## config.mk

```make
export PLATFORM = sky130hd
export DESIGN_NAME = presence_idle_sleep_controller_unit_flat
export DESIGN_NICKNAME = d
export VERILOG_FILES = /design/src/design/psc_pkg.sv /design/src/design/psc_in_if.sv /design/src/design/psc_out_if.sv /design/src/design/psc_cfg_regs.sv /design/src/design/psc_engine.sv /design/src/design/presence_idle_sleep_controller_unit.sv /design/src/flat_wrapper.sv
export VERILOG_INCLUDE_DIRS = /design/src /design/src/design
export SDC_FILE = /design/constraint.sdc
export NUM_CORES = 1
export LEC_CHECK = 0
export BUFFER_PORTS_ARGS = -buffer_cell sky130_fd_sc_hd__buf_4
export CORE_MARGIN = 1.5
export CORE_UTILIZATION = 61
export DETAILED_ROUTE_END_ITERATION = 12
export GPL_TIMING_DRIVEN = 0
export PLACE_DENSITY = 0.8
export SKIP_LAST_GASP = 1
export SLEW_MARGIN = 0
export SYNTH_ARGS = -nofsm -noshare
export SYNTH_HDL_FRONTEND = slang
export SYNTH_SLANG_ARGS = --single-unit
```

## constraint.sdc

```tcl
create_clock -name clk_i -period 7.7 [get_ports clk_i]
set_input_delay 1.925 -clock clk_i [delete_from_list [all_inputs] [get_ports clk_i]]
set_output_delay 1.925 -clock clk_i [all_outputs]
set_load 0.005 [all_outputs]
```

## src/design/assert_macros.svh

```systemverilog
// Assertion macros shared by the presence idle sleep controller RTL.
// No dependencies; included by the modules that carry assertions.
`ifndef ASSERT_MACROS_SVH
`define ASSERT_MACROS_SVH

// Clocked assertion that is switched off while reset is asserted.
`define PSC_ASSERT(lbl, clk, rstn, prop, msg) \
  lbl: assert property (@(posedge clk) disable iff (!rstn) prop) else $error(msg);

// Clocked assertion that also holds during reset.
`define PSC_ASSERT_ALWAYS(lbl, clk, prop, msg) \
  lbl: assert property (@(posedge clk) prop) else $error(msg);

`endif

```

## src/design/psc_pkg.sv

```systemverilog
// Package of the presence idle sleep controller: widths, codes, reset values
// and the configuration struct. No dependencies.
`default_nettype none

package psc_pkg;

  localparam int unsigned TimeW    = 32;
  localparam int unsigned ModeW    = 2;
  localparam int unsigned StatusW  = 4;
  localparam int unsigned CfgIdxW  = 3;
  localparam int unsigned CfgDataW = 16;
  localparam int unsigned WinW     = 16;

  localparam logic [WinW-1:0] PresenceWindowRst = WinW'(500);
  localparam logic [WinW-1:0] SleepTimeoutRst   = WinW'(7000);
  localparam logic [WinW-1:0] WakeGraceRst      = WinW'(1500);

  typedef enum logic [ModeW-1:0] {
    MODE_FACE    = 2'd0,
    MODE_POLL    = 2'd1,
    MODE_RESTART = 2'd2
  } mode_e;

  typedef enum logic [StatusW-1:0] {
    ST_FACE_NOTED   = 4'd0,
    ST_FACE_IGNORED = 4'd1,
    ST_DISABLED     = 4'd2,
    ST_BUSY         = 4'd3,
    ST_OVERRIDE     = 4'd4,
    ST_GRACE        = 4'd5,
    ST_PRESENT      = 4'd6,
    ST_COUNTING     = 4'd7,
    ST_SLEPT        = 4'd8,
    ST_ASLEEP       = 4'd9,
    ST_WOKEN        = 4'd10,
    ST_RESTARTED    = 4'd11
  } status_e;

  typedef enum logic [CfgIdxW-1:0] {
    CFG_COUNTER_ENABLE = 3'd0,
    CFG_SLEEP_OVERRIDE = 3'd1,
    CFG_PRESENCE_WIN   = 3'd2,
    CFG_SLEEP_TIMEOUT  = 3'd3,
    CFG_WAKE_GRACE     = 3'd4
  } cfg_idx_e;

  typedef struct packed {
    logic            counter_enable;
    logic            sleep_override;
    logic [WinW-1:0] presence_window_ms;
    logic [WinW-1:0] sleep_timeout_ms;
    logic [WinW-1:0] wake_guard_ms;
  } cfg_t;

endpackage

`default_nettype wire

```

## src/design/psc_in_if.sv

```systemverilog
// Input event channel of the presence idle sleep controller.
// Depends on psc_pkg for field widths.
`default_nettype none

interface psc_in_if;
  logic                       valid;
  logic                       ready;
  logic [psc_pkg::ModeW-1:0]  mode;
  logic [psc_pkg::TimeW-1:0]  now_ms;
  logic                       face_seen;
  logic                       pipeline_busy;
  logic                       touch_valid;
  logic                       touch_pressed;

  modport source (
    output valid, mode, now_ms, face_seen, pipeline_busy, touch_valid, touch_pressed,
    input  ready
  );
  modport sink (
    input  valid, mode, now_ms, face_seen, pipeline_busy, touch_valid, touch_pressed,
    output ready
  );
endinterface

`default_nettype wire

```

## src/design/psc_out_if.sv

```systemverilog
// Result channel of the presence idle sleep controller.
// Depends on psc_pkg for field widths.
`default_nettype none

interface psc_out_if;
  logic                         valid;
  logic                         ready;
  logic                         asleep;
  logic [psc_pkg::StatusW-1:0]  status;

  modport source (output valid, asleep, status, input ready);
  modport sink   (input valid, asleep, status, output ready);
endinterface

`default_nettype wire

```

## src/design/psc_cfg_regs.sv

```systemverilog
// Configuration register file of the presence idle sleep controller.
// Depends on psc_pkg.
`default_nettype none

module psc_cfg_regs (
  input  wire logic                           clk_i,
  input  wire logic                           rst_ni,
  input  wire logic                           cfg_we_i,
  input  wire logic [psc_pkg::CfgIdxW-1:0]    cfg_idx_i,
  input  wire logic [psc_pkg::CfgDataW-1:0]   cfg_wdata_i,
  output psc_pkg::cfg_t                       cfg_o
);

  psc_pkg::cfg_t cfg_q;

  always_ff @(posedge clk_i or negedge rst_ni) begin
    if (!rst_ni) begin
      cfg_q.counter_enable     <= 1'b0;
      cfg_q.sleep_override     <= 1'b0;
      cfg_q.presence_window_ms <= psc_pkg::PresenceWindowRst;
      cfg_q.sleep_timeout_ms   <= psc_pkg::SleepTimeoutRst;
      cfg_q.wake_guard_ms      <= psc_pkg::WakeGraceRst;
    end else if (cfg_we_i) begin
      unique case (psc_pkg::cfg_idx_e'(cfg_idx_i))
        psc_pkg::CFG_COUNTER_ENABLE: cfg_q.counter_enable <= cfg_wdata_i[0];
        psc_pkg::CFG_SLEEP_OVERRIDE: cfg_q.sleep_override <= cfg_wdata_i[0];
        psc_pkg::CFG_PRESENCE_WIN: begin
          cfg_q.presence_window_ms <= cfg_wdata_i[psc_pkg::WinW-1:0];
        end
        psc_pkg::CFG_SLEEP_TIMEOUT: begin
          cfg_q.sleep_timeout_ms <= cfg_wdata_i[psc_pkg::WinW-1:0];
        end
        psc_pkg::CFG_WAKE_GRACE: begin
          cfg_q.wake_guard_ms <= cfg_wdata_i[psc_pkg::WinW-1:0];
        end
        default: ;
      endcase
    end
  end

  assign cfg_o = cfg_q;

endmodule

`default_nettype wire

```

## src/design/psc_engine.sv

```systemverilog
// Event engine: input register, decision logic with the sleep state, and
// the result register. Depends on psc_pkg, psc_in_if, psc_out_if and the macros.
`default_nettype none
`include "assert_macros.svh"

module psc_engine (
  input  wire logic      clk_i,
  input  wire logic      rst_ni,
  input  psc_pkg::cfg_t  cfg_i,
  psc_in_if.sink         in_ch,
  psc_out_if.source      out_ch
);

  logic                            in_v_q;
  logic [psc_pkg::ModeW-1:0]       mode_q;
  logic [psc_pkg::TimeW-1:0]       now_q;
  logic                            face_q;
  logic                            busy_q;
  logic                            tvalid_q;
  logic                            tpress_q;

  logic                            sleep_q, sleep_d;
  logic                            prev_touch_q, prev_touch_d;
  logic [psc_pkg::TimeW-1:0]       last_face_q, last_face_d;
  logic [psc_pkg::TimeW-1:0]       wake_q, wake_d;

  logic                            out_v_q;
  logic                            out_asleep_q;
  psc_pkg::status_e                out_status_q;

  psc_pkg::status_e                st_d;
  logic                            adv;
  logic                            rise;
  logic [psc_pkg::TimeW-1:0]       since_wake;
  logic [psc_pkg::TimeW-1:0]       face_age;
  logic [psc_pkg::TimeW-1:0]       grace_w;
  logic [psc_pkg::TimeW-1:0]       window_w;
  logic [psc_pkg::TimeW-1:0]       timeout_w;

  assign adv         = in_v_q && (!out_v_q || out_ch.ready);
  assign in_ch.ready = !in_v_q || adv;

  always_ff @(posedge clk_i or negedge rst_ni) begin
    if (!rst_ni) begin
      in_v_q <= 1'b0;
    end else if (in_ch.ready) begin
      in_v_q <= in_ch.valid;
    end
  end

  always_ff @(posedge clk_i) begin
    if (in_ch.valid && in_ch.ready) begin
      mode_q   <= in_ch.mode;
      now_q    <= in_ch.now_ms;
      face_q   <= in_ch.face_seen;
      busy_q   <= in_ch.pipeline_busy;
      tvalid_q <= in_ch.touch_valid;
      tpress_q <= in_ch.touch_pressed;
    end
  end

  assign since_wake = now_q - wake_q;
  assign face_age   = now_q - last_face_q;
  assign grace_w    = psc_pkg::TimeW'(cfg_i.wake_guard_ms);
  assign window_w   = psc_pkg::TimeW'(cfg_i.presence_window_ms);
  assign timeout_w  = psc_pkg::TimeW'(cfg_i.sleep_timeout_ms);
  assign rise       = tpress_q && !prev_touch_q;

  always_comb begin
    sleep_d      = sleep_q;
    prev_touch_d = prev_touch_q;
    last_face_d  = last_face_q;
    wake_d       = wake_q;
    st_d         = psc_pkg::ST_FACE_IGNORED;
    unique case (psc_pkg::mode_e'(mode_q))
      psc_pkg::MODE_FACE: begin
        if (cfg_i.counter_enable && face_q) begin
          last_face_d = now_q;
          st_d        = psc_pkg::ST_FACE_NOTED;
        end
      end
      psc_pkg::MODE_POLL: begin
        priority if (!cfg_i.counter_enable) begin
          st_d = psc_pkg::ST_DISABLED;
        end else if (busy_q) begin
          st_d = psc_pkg::ST_BUSY;
        end else if (cfg_i.sleep_override) begin
          st_d = psc_pkg::ST_OVERRIDE;
        end else if (!sleep_q && (since_wake < grace_w)) begin
          prev_touch_d = 1'b0;
          st_d         = psc_pkg::ST_GRACE;
        end else if (!sleep_q && (face_age < window_w)) begin
          st_d = psc_pkg::ST_PRESENT;
        end else if (!sleep_q && (face_age > timeout_w)) begin
          sleep_d      = 1'b1;
          prev_touch_d = 1'b0;
          st_d         = psc_pkg::ST_SLEPT;
        end else if (!sleep_q) begin
          st_d = psc_pkg::ST_COUNTING;
        end else if (tvalid_q && rise) begin
          prev_touch_d = tpress_q;
          sleep_d      = 1'b0;
          last_face_d  = now_q;
          wake_d       = now_q;
          st_d         = psc_pkg::ST_WOKEN;
        end else if (tvalid_q) begin
          prev_touch_d = tpress_q;
          st_d         = psc_pkg::ST_ASLEEP;
        end else begin
          st_d = psc_pkg::ST_ASLEEP;
        end
      end
      psc_pkg::MODE_RESTART: begin
        last_face_d = now_q;
        st_d        = psc_pkg::ST_RESTARTED;
      end
      default: ;
    endcase
  end

  always_ff @(posedge clk_i or negedge rst_ni) begin
    if (!rst_ni) begin
      sleep_q      <= 1'b0;
      prev_touch_q <= 1'b0;
      last_face_q  <= '0;
      wake_q       <= '0;
    end else if (adv) begin
      sleep_q      <= sleep_d;
      prev_touch_q <= prev_touch_d;
      last_face_q  <= last_face_d;
      wake_q       <= wake_d;
    end
  end

  always_ff @(posedge clk_i or negedge rst_ni) begin
    if (!rst_ni) begin
      out_v_q <= 1'b0;
    end else if (adv) begin
      out_v_q <= 1'b1;
    end else if (out_ch.ready) begin
      out_v_q <= 1'b0;
    end
  end

  always_ff @(posedge clk_i) begin
    if (adv) begin
      out_asleep_q <= sleep_d;
      out_status_q <= st_d;
    end
  end

  assign out_ch.valid  = out_v_q;
  assign out_ch.asleep = out_asleep_q;
  assign out_ch.status = out_status_q;

  `PSC_ASSERT(a_slept_sets_flag, clk_i, rst_ni, (adv && st_d == psc_pkg::ST_SLEPT) |=> sleep_q, "sleep entry did not set the flag")
  `PSC_ASSERT(a_woken_aligns_times, clk_i, rst_ni, (adv && st_d == psc_pkg::ST_WOKEN) |=> (!sleep_q && wake_q == last_face_q), "wake did not align stored times")
  `PSC_ASSERT(a_state_holds_idle, clk_i, rst_ni, !adv |=> ($stable(sleep_q) && $stable(last_face_q)), "state changed without a transaction")
  `PSC_ASSERT(a_result_matches_flag, clk_i, rst_ni, adv |=> (out_asleep_q == sleep_q && out_v_q), "result does not match the sleep flag")

endmodule

`default_nettype wire

```

## src/design/presence_idle_sleep_controller_unit.sv

```systemverilog
// Presence idle sleep controller: one event in, one result out per transaction.
// The input register takes the event; the result register then holds the result.
// Throughput: one per cycle, set by single-pass decision logic, unless out_ch stalls.
// Reset: asynchronous, active low; clears the sleep state, both stored times,
// the touch level and the channel valids, and loads the register defaults.
// Depends on psc_pkg, psc_in_if, psc_out_if, psc_cfg_regs and psc_engine.
`default_nettype none

module presence_idle_sleep_controller_unit (
  input  wire logic                           clk_i,
  input  wire logic                           rst_ni,
  input  wire logic                           cfg_we_i,
  input  wire logic [psc_pkg::CfgIdxW-1:0]    cfg_idx_i,
  input  wire logic [psc_pkg::CfgDataW-1:0]   cfg_wdata_i,
  psc_in_if.sink                              in_ch,
  psc_out_if.source                           out_ch
);

  psc_pkg::cfg_t cfg;

  psc_cfg_regs u_cfg_regs (
    .clk_i       (clk_i),
    .rst_ni      (rst_ni),
    .cfg_we_i    (cfg_we_i),
    .cfg_idx_i   (cfg_idx_i),
    .cfg_wdata_i (cfg_wdata_i),
    .cfg_o       (cfg)
  );

  psc_engine u_engine (
    .clk_i  (clk_i),
    .rst_ni (rst_ni),
    .cfg_i  (cfg),
    .in_ch  (in_ch),
    .out_ch (out_ch)
  );

endmodule

`default_nettype wire

```

## src/flat_wrapper.sv

```systemverilog
// flat-port wrapper written by rule: the top's interface ports become plain ports
module presence_idle_sleep_controller_unit_flat 
  (clk_i, rst_ni, cfg_we_i, cfg_idx_i, cfg_wdata_i, in_ch_valid, in_ch_mode, in_ch_now_ms, in_ch_face_seen, in_ch_pipeline_busy, in_ch_touch_valid, in_ch_touch_pressed, in_ch_ready, out_ch_valid, out_ch_asleep, out_ch_status, out_ch_ready);
  psc_in_if in_ch_i ();
  psc_out_if out_ch_i ();
  input  wire logic clk_i;
  input  wire logic rst_ni;
  input  wire logic cfg_we_i;
  input  wire logic [psc_pkg::CfgIdxW-1:0] cfg_idx_i;
  input  wire logic [psc_pkg::CfgDataW-1:0] cfg_wdata_i;
  input wire logic [$bits(in_ch_i.valid)-1:0] in_ch_valid;
  input wire logic [$bits(in_ch_i.mode)-1:0] in_ch_mode;
  input wire logic [$bits(in_ch_i.now_ms)-1:0] in_ch_now_ms;
  input wire logic [$bits(in_ch_i.face_seen)-1:0] in_ch_face_seen;
  input wire logic [$bits(in_ch_i.pipeline_busy)-1:0] in_ch_pipeline_busy;
  input wire logic [$bits(in_ch_i.touch_valid)-1:0] in_ch_touch_valid;
  input wire logic [$bits(in_ch_i.touch_pressed)-1:0] in_ch_touch_pressed;
  output wire logic [$bits(in_ch_i.ready)-1:0] in_ch_ready;
  output wire logic [$bits(out_ch_i.valid)-1:0] out_ch_valid;
  output wire logic [$bits(out_ch_i.asleep)-1:0] out_ch_asleep;
  output wire logic [$bits(out_ch_i.status)-1:0] out_ch_status;
  input wire logic [$bits(out_ch_i.ready)-1:0] out_ch_ready;
  assign in_ch_i.valid = in_ch_valid;
  assign in_ch_i.mode = in_ch_mode;
  assign in_ch_i.now_ms = in_ch_now_ms;
  assign in_ch_i.face_seen = in_ch_face_seen;
  assign in_ch_i.pipeline_busy = in_ch_pipeline_busy;
  assign in_ch_i.touch_valid = in_ch_touch_valid;
  assign in_ch_i.touch_pressed = in_ch_touch_pressed;
  assign in_ch_ready = in_ch_i.ready;
  assign out_ch_valid = out_ch_i.valid;
  assign out_ch_asleep = out_ch_i.asleep;
  assign out_ch_status = out_ch_i.status;
  assign out_ch_i.ready = out_ch_ready;
  presence_idle_sleep_controller_unit u_core (.clk_i(clk_i), .rst_ni(rst_ni), .cfg_we_i(cfg_we_i), .cfg_idx_i(cfg_idx_i), .cfg_wdata_i(cfg_wdata_i), .in_ch(in_ch_i), .out_ch(out_ch_i));
endmodule
```

==> results by group <==
Run status
  – Status: finished, final reports clean

Logic synthesis
  – Area of the mapped netlist: 10800 um^2
  – Number of synthesized flops with an enable pin: 43
  – Count leader, synth: nand2_1
  – Post-synth top area cell: dfrtp_1
  – Primary FF master, synth: dfrtp_1
  – Mean Syn Cell Area: 8.99 um^2
  – Synth unique cells: 69
  – Async S/R FF share, synth: 0.733
  – Top post-synthesis cells by area: dfrtp_1 (23%), ha_1 (13%), edfxtp_1 (12%), o21ai_0 (5.9%), nand2_1 (5.3%)
  – Synth top cells by count: nand2_1 (153), inv_1 (128), o21ai_0 (127)
  – Yosys top cell area share: 0.227
  – Synth Warn #: 0
  – Gate Count Post-Synth: 1201
  – Sequential fraction of the synthesis area: 0.395
  – Post-synthesis register bit count: 161
  – Syn Nets: 1373

STA
  – F_max: 0.187 GHz
  – # setup viols final: 0
  – Final-report hold violation count: 0
  – Relative slew margins: 0.396
  – Setup TNS Final: 0 ns
  – Crit share post-route: 0.695
  – WHS: 0.484 ns
  – Crit path time final: 5.35 ns
  – Fin. max-slew vios: 0
  – RSZ-0062 raised after global routing: false
  – Worst-margin pin slew: 0.902 ns
  – Skew final: 0.0106 ns

Clocking
  – Post-CTS Setup Bufs: 0
  – Hold buffers post-CTS: 0
  – CTS tree: built
  – Number of buffers created by CTS: 17
  – Worst-path clk slew: 0.07 ns
  – Clock buffer depth: 2
  – CTS resizes: 0
  – Latest clock arrival within the worst-skew pair: 0.44 ns
  – Clock Tree Root: clkbuf_16
  – H-tree depth: 4
  – Clock Sinks: 161

Floorplanning
  – Area of the die: 18500 um^2
  – Die Ht: 136 um
  – Core Region: 17300 um^2
  – Horiz. Die Dim: 136 um
  – IO Pins: 69
  – Initial Util: 0.624
  – Floorplan row count: 48

Final layout
  – N_diodes: 0
  – Filler cell count in the final layout: 1344
  – Fin cells: 1528
  – Synth-to-layout area growth: 13.3%
  – NumNets Final: 1462
  – Share of cells above drive strength 1: 0.126

Worst setup path
  – Worst Path Arrival: 5.53 ns
  – Kind of critical path: reg2reg
  – CP Capture Type: flop
  – CP required: 7.88 ns
  – Startpoint class of the critical path: flop
  – Critical Path Fanout Max: 4

Power and ir drop
  – Leakage: 5.59 nW
  – Power Total: 3.31 mW
  – Cell Pwr Density: 270 nW/um^2
  – VDD IR max: 0.197 mV

Global routing
  – Global route overflow: 0
  – Largest net degree at the start of global routing: 98
  – First-pass GRT wire length: 42100 um
  – Initial antenna violation count: 0
  – Number of global-route vias before repair: 8697
  – Gr usage total: 0.293

Routing
  – Vias: 9141
  – Vias per cell: 5.98
  – Final wirelength: 26100 um
  – 1st-iter DRT viols: 626
  – Drt drc: 0
  – First drt pass iteration count: 5
  – Routed Antenna Nets: 0
  – Post-DR wirelength/cell: 17.1 um

Place
  – RD Place Congestion: 0.917
  – Cell total after placement: 1496
  – HPWL after DPL: 20100 um
  – Port Buffers: 68

Min path
  – Hold crit path type: reg2reg

Job
  – Max Cap Viol: 0
-- through the flow --
stage | instance area, um^2 | utilization | worst slack (ns)
global route | 12200 | 0.708 | 2.06
detailed placement | 11700 | 0.674 | 2.53
global placement | 11600 | 0.670 | 2.57
finish | 12200 | 0.708 | 2.35
CTS | 12200 | 0.708 | 2.49
floorplan | 10800 | - | 3.65
-- layer usage --
metal | track usage | up-vias | share of wire
li1 | - | 4416 | -
met1 | 0.400 | 4386 | 0.45
met2 | 0.478 | 292 | 0.47
met3 | 0.0459 | 47 | 0.060
met4 | 0.0993 | 0 | 0.022
met5 | 0 | - | 0
-- area by class of cell --
class / count / area [um^2] / area share
clock inverters: 14 / 155 / 0.0127
inverters: 128 / 480 / 0.0392
plain buffers: 43 / 165 / 0.0135
multi-input cells: 869 / 5890 / 0.481
flip-flops and latches: 161 / 4270 / 0.349
repair buffers: 70 / 569 / 0.0465
well taps: 225 / 282 / 0.0230
clock buffers: 18 / 429 / 0.0351
-- critical path, stage by stage (launching register included) --
cell       delay [ns]
edfxtp_1         0.41
inv_1            0.10
ha_1             0.20
inv_1            0.07
fa_1             0.39
a21o_1           0.23
a221oi_1         0.43
o211ai_1         0.29
a21oi_2          0.23
xnor2_1          0.15
ha_1             0.26
nor2b_1          0.13
o21ai_0          0.27
nand4_1          0.12
nor4_1           0.40
o2111ai_1        0.23
nor4_1           0.28
nand4_1          0.19
nor4_4           0.36
o21bai_2         0.25
o21bai_1         0.11
-- flip-flops by register name, indices dropped and copies added (netlist names) --
| signal | count |
|---|---|
| u_core.u_cfg_regs.cfg_o | 50 |
| u_core.u_engine.busy_q | 1 |
| u_core.u_engine.face_q | 1 |
| u_core.u_engine.in_v_q | 1 |
| u_core.u_engine.last_face_q | 32 |
| u_core.u_engine.mode_q | 2 |
| u_core.u_engine.now_q | 32 |
| u_core.u_engine.out_ch.asleep | 1 |
| u_core.u_engine.out_ch.status | 4 |
| u_core.u_engine.out_ch.valid | 1 |
| u_core.u_engine.prev_touch_q | 1 |
| u_core.u_engine.sleep_q | 1 |
| u_core.u_engine.tpress_q | 1 |
| u_core.u_engine.tvalid_q | 1 |
| u_core.u_engine.wake_q | 32 |
-- cell usage in the layout, fill, tap and decap left out, types with 6 or more instances in the layout --
master,n
buf_4,67
mux2i_1,7
o21bai_1,7
nor2_1,48
nor2b_1,15
o21ai_0,127
inv_1,128
a21oi_1,80
edfxtp_1,43
a21o_1,33
xnor2_1,27
nand2b_1,15
xor2_1,18
o21a_1,13
dfstp_2,20
ha_1,108
nand2_1,153
nand4_1,28
and3_1,10
clkbuf_1,41
mux2_2,24
a211oi_1,9
dfrtp_1,98
o21ai_1,10
nand3_1,21
a31oi_1,6
clkbuf_16,17
nor3_1,11
o211ai_1,6
-- report_power, final --
| part | internal (mW) | total, mW | leakage [nW] | switching [mW] |
|---|---|---|---|---|
| clock network | 0.482 | 0.848 | 0.277 | 0.366 |
| logic | 0.556 | 1.36 | 3.60 | 0.802 |
| registers | 1.03 | 1.10 | 1.71 | 0.0697 |
| total | 2.07 | 3.31 | 5.59 | 1.24 |
-- worst paths after layout --
path	start	slack, ns	cells after the start	to
max	u_core.u_engine.now_q[0]	2.35	20	u_core.u_engine.out_ch.status[3]
min	u_core.u_engine.in_v_q	0.48	1	u_core.u_engine.out_ch.valid
max reg2reg	u_core.u_engine.now_q[0]	2.35	20	u_core.u_engine.out_ch.status[3]
min reg2reg	u_core.u_engine.in_v_q	0.48	1	u_core.u_engine.out_ch.valid
max in group asynchronous	rst_ni	5.62	2	u_core.u_cfg_regs.cfg_o[28]
min in group asynchronous	rst_ni	1.33	1	u_core.u_engine.wake_q[3]
-- logic make-up (layout without fill, tap and decap cells) --
family,count (synthesis),count (layout),share of synthesized area
and+or+nand+nor,335,335,0.148
AOI/OAI and AO/OA,348,348,0.200
muxes,31,31,0.0315
DFF,161,161,0.395
xor gates and xnor gates,45,45,0.0365
adders and majority gates,110,110,0.129
buffers and inverters,171,273,0.0598
Note: power is estimated with default switching activity, not from simulation.
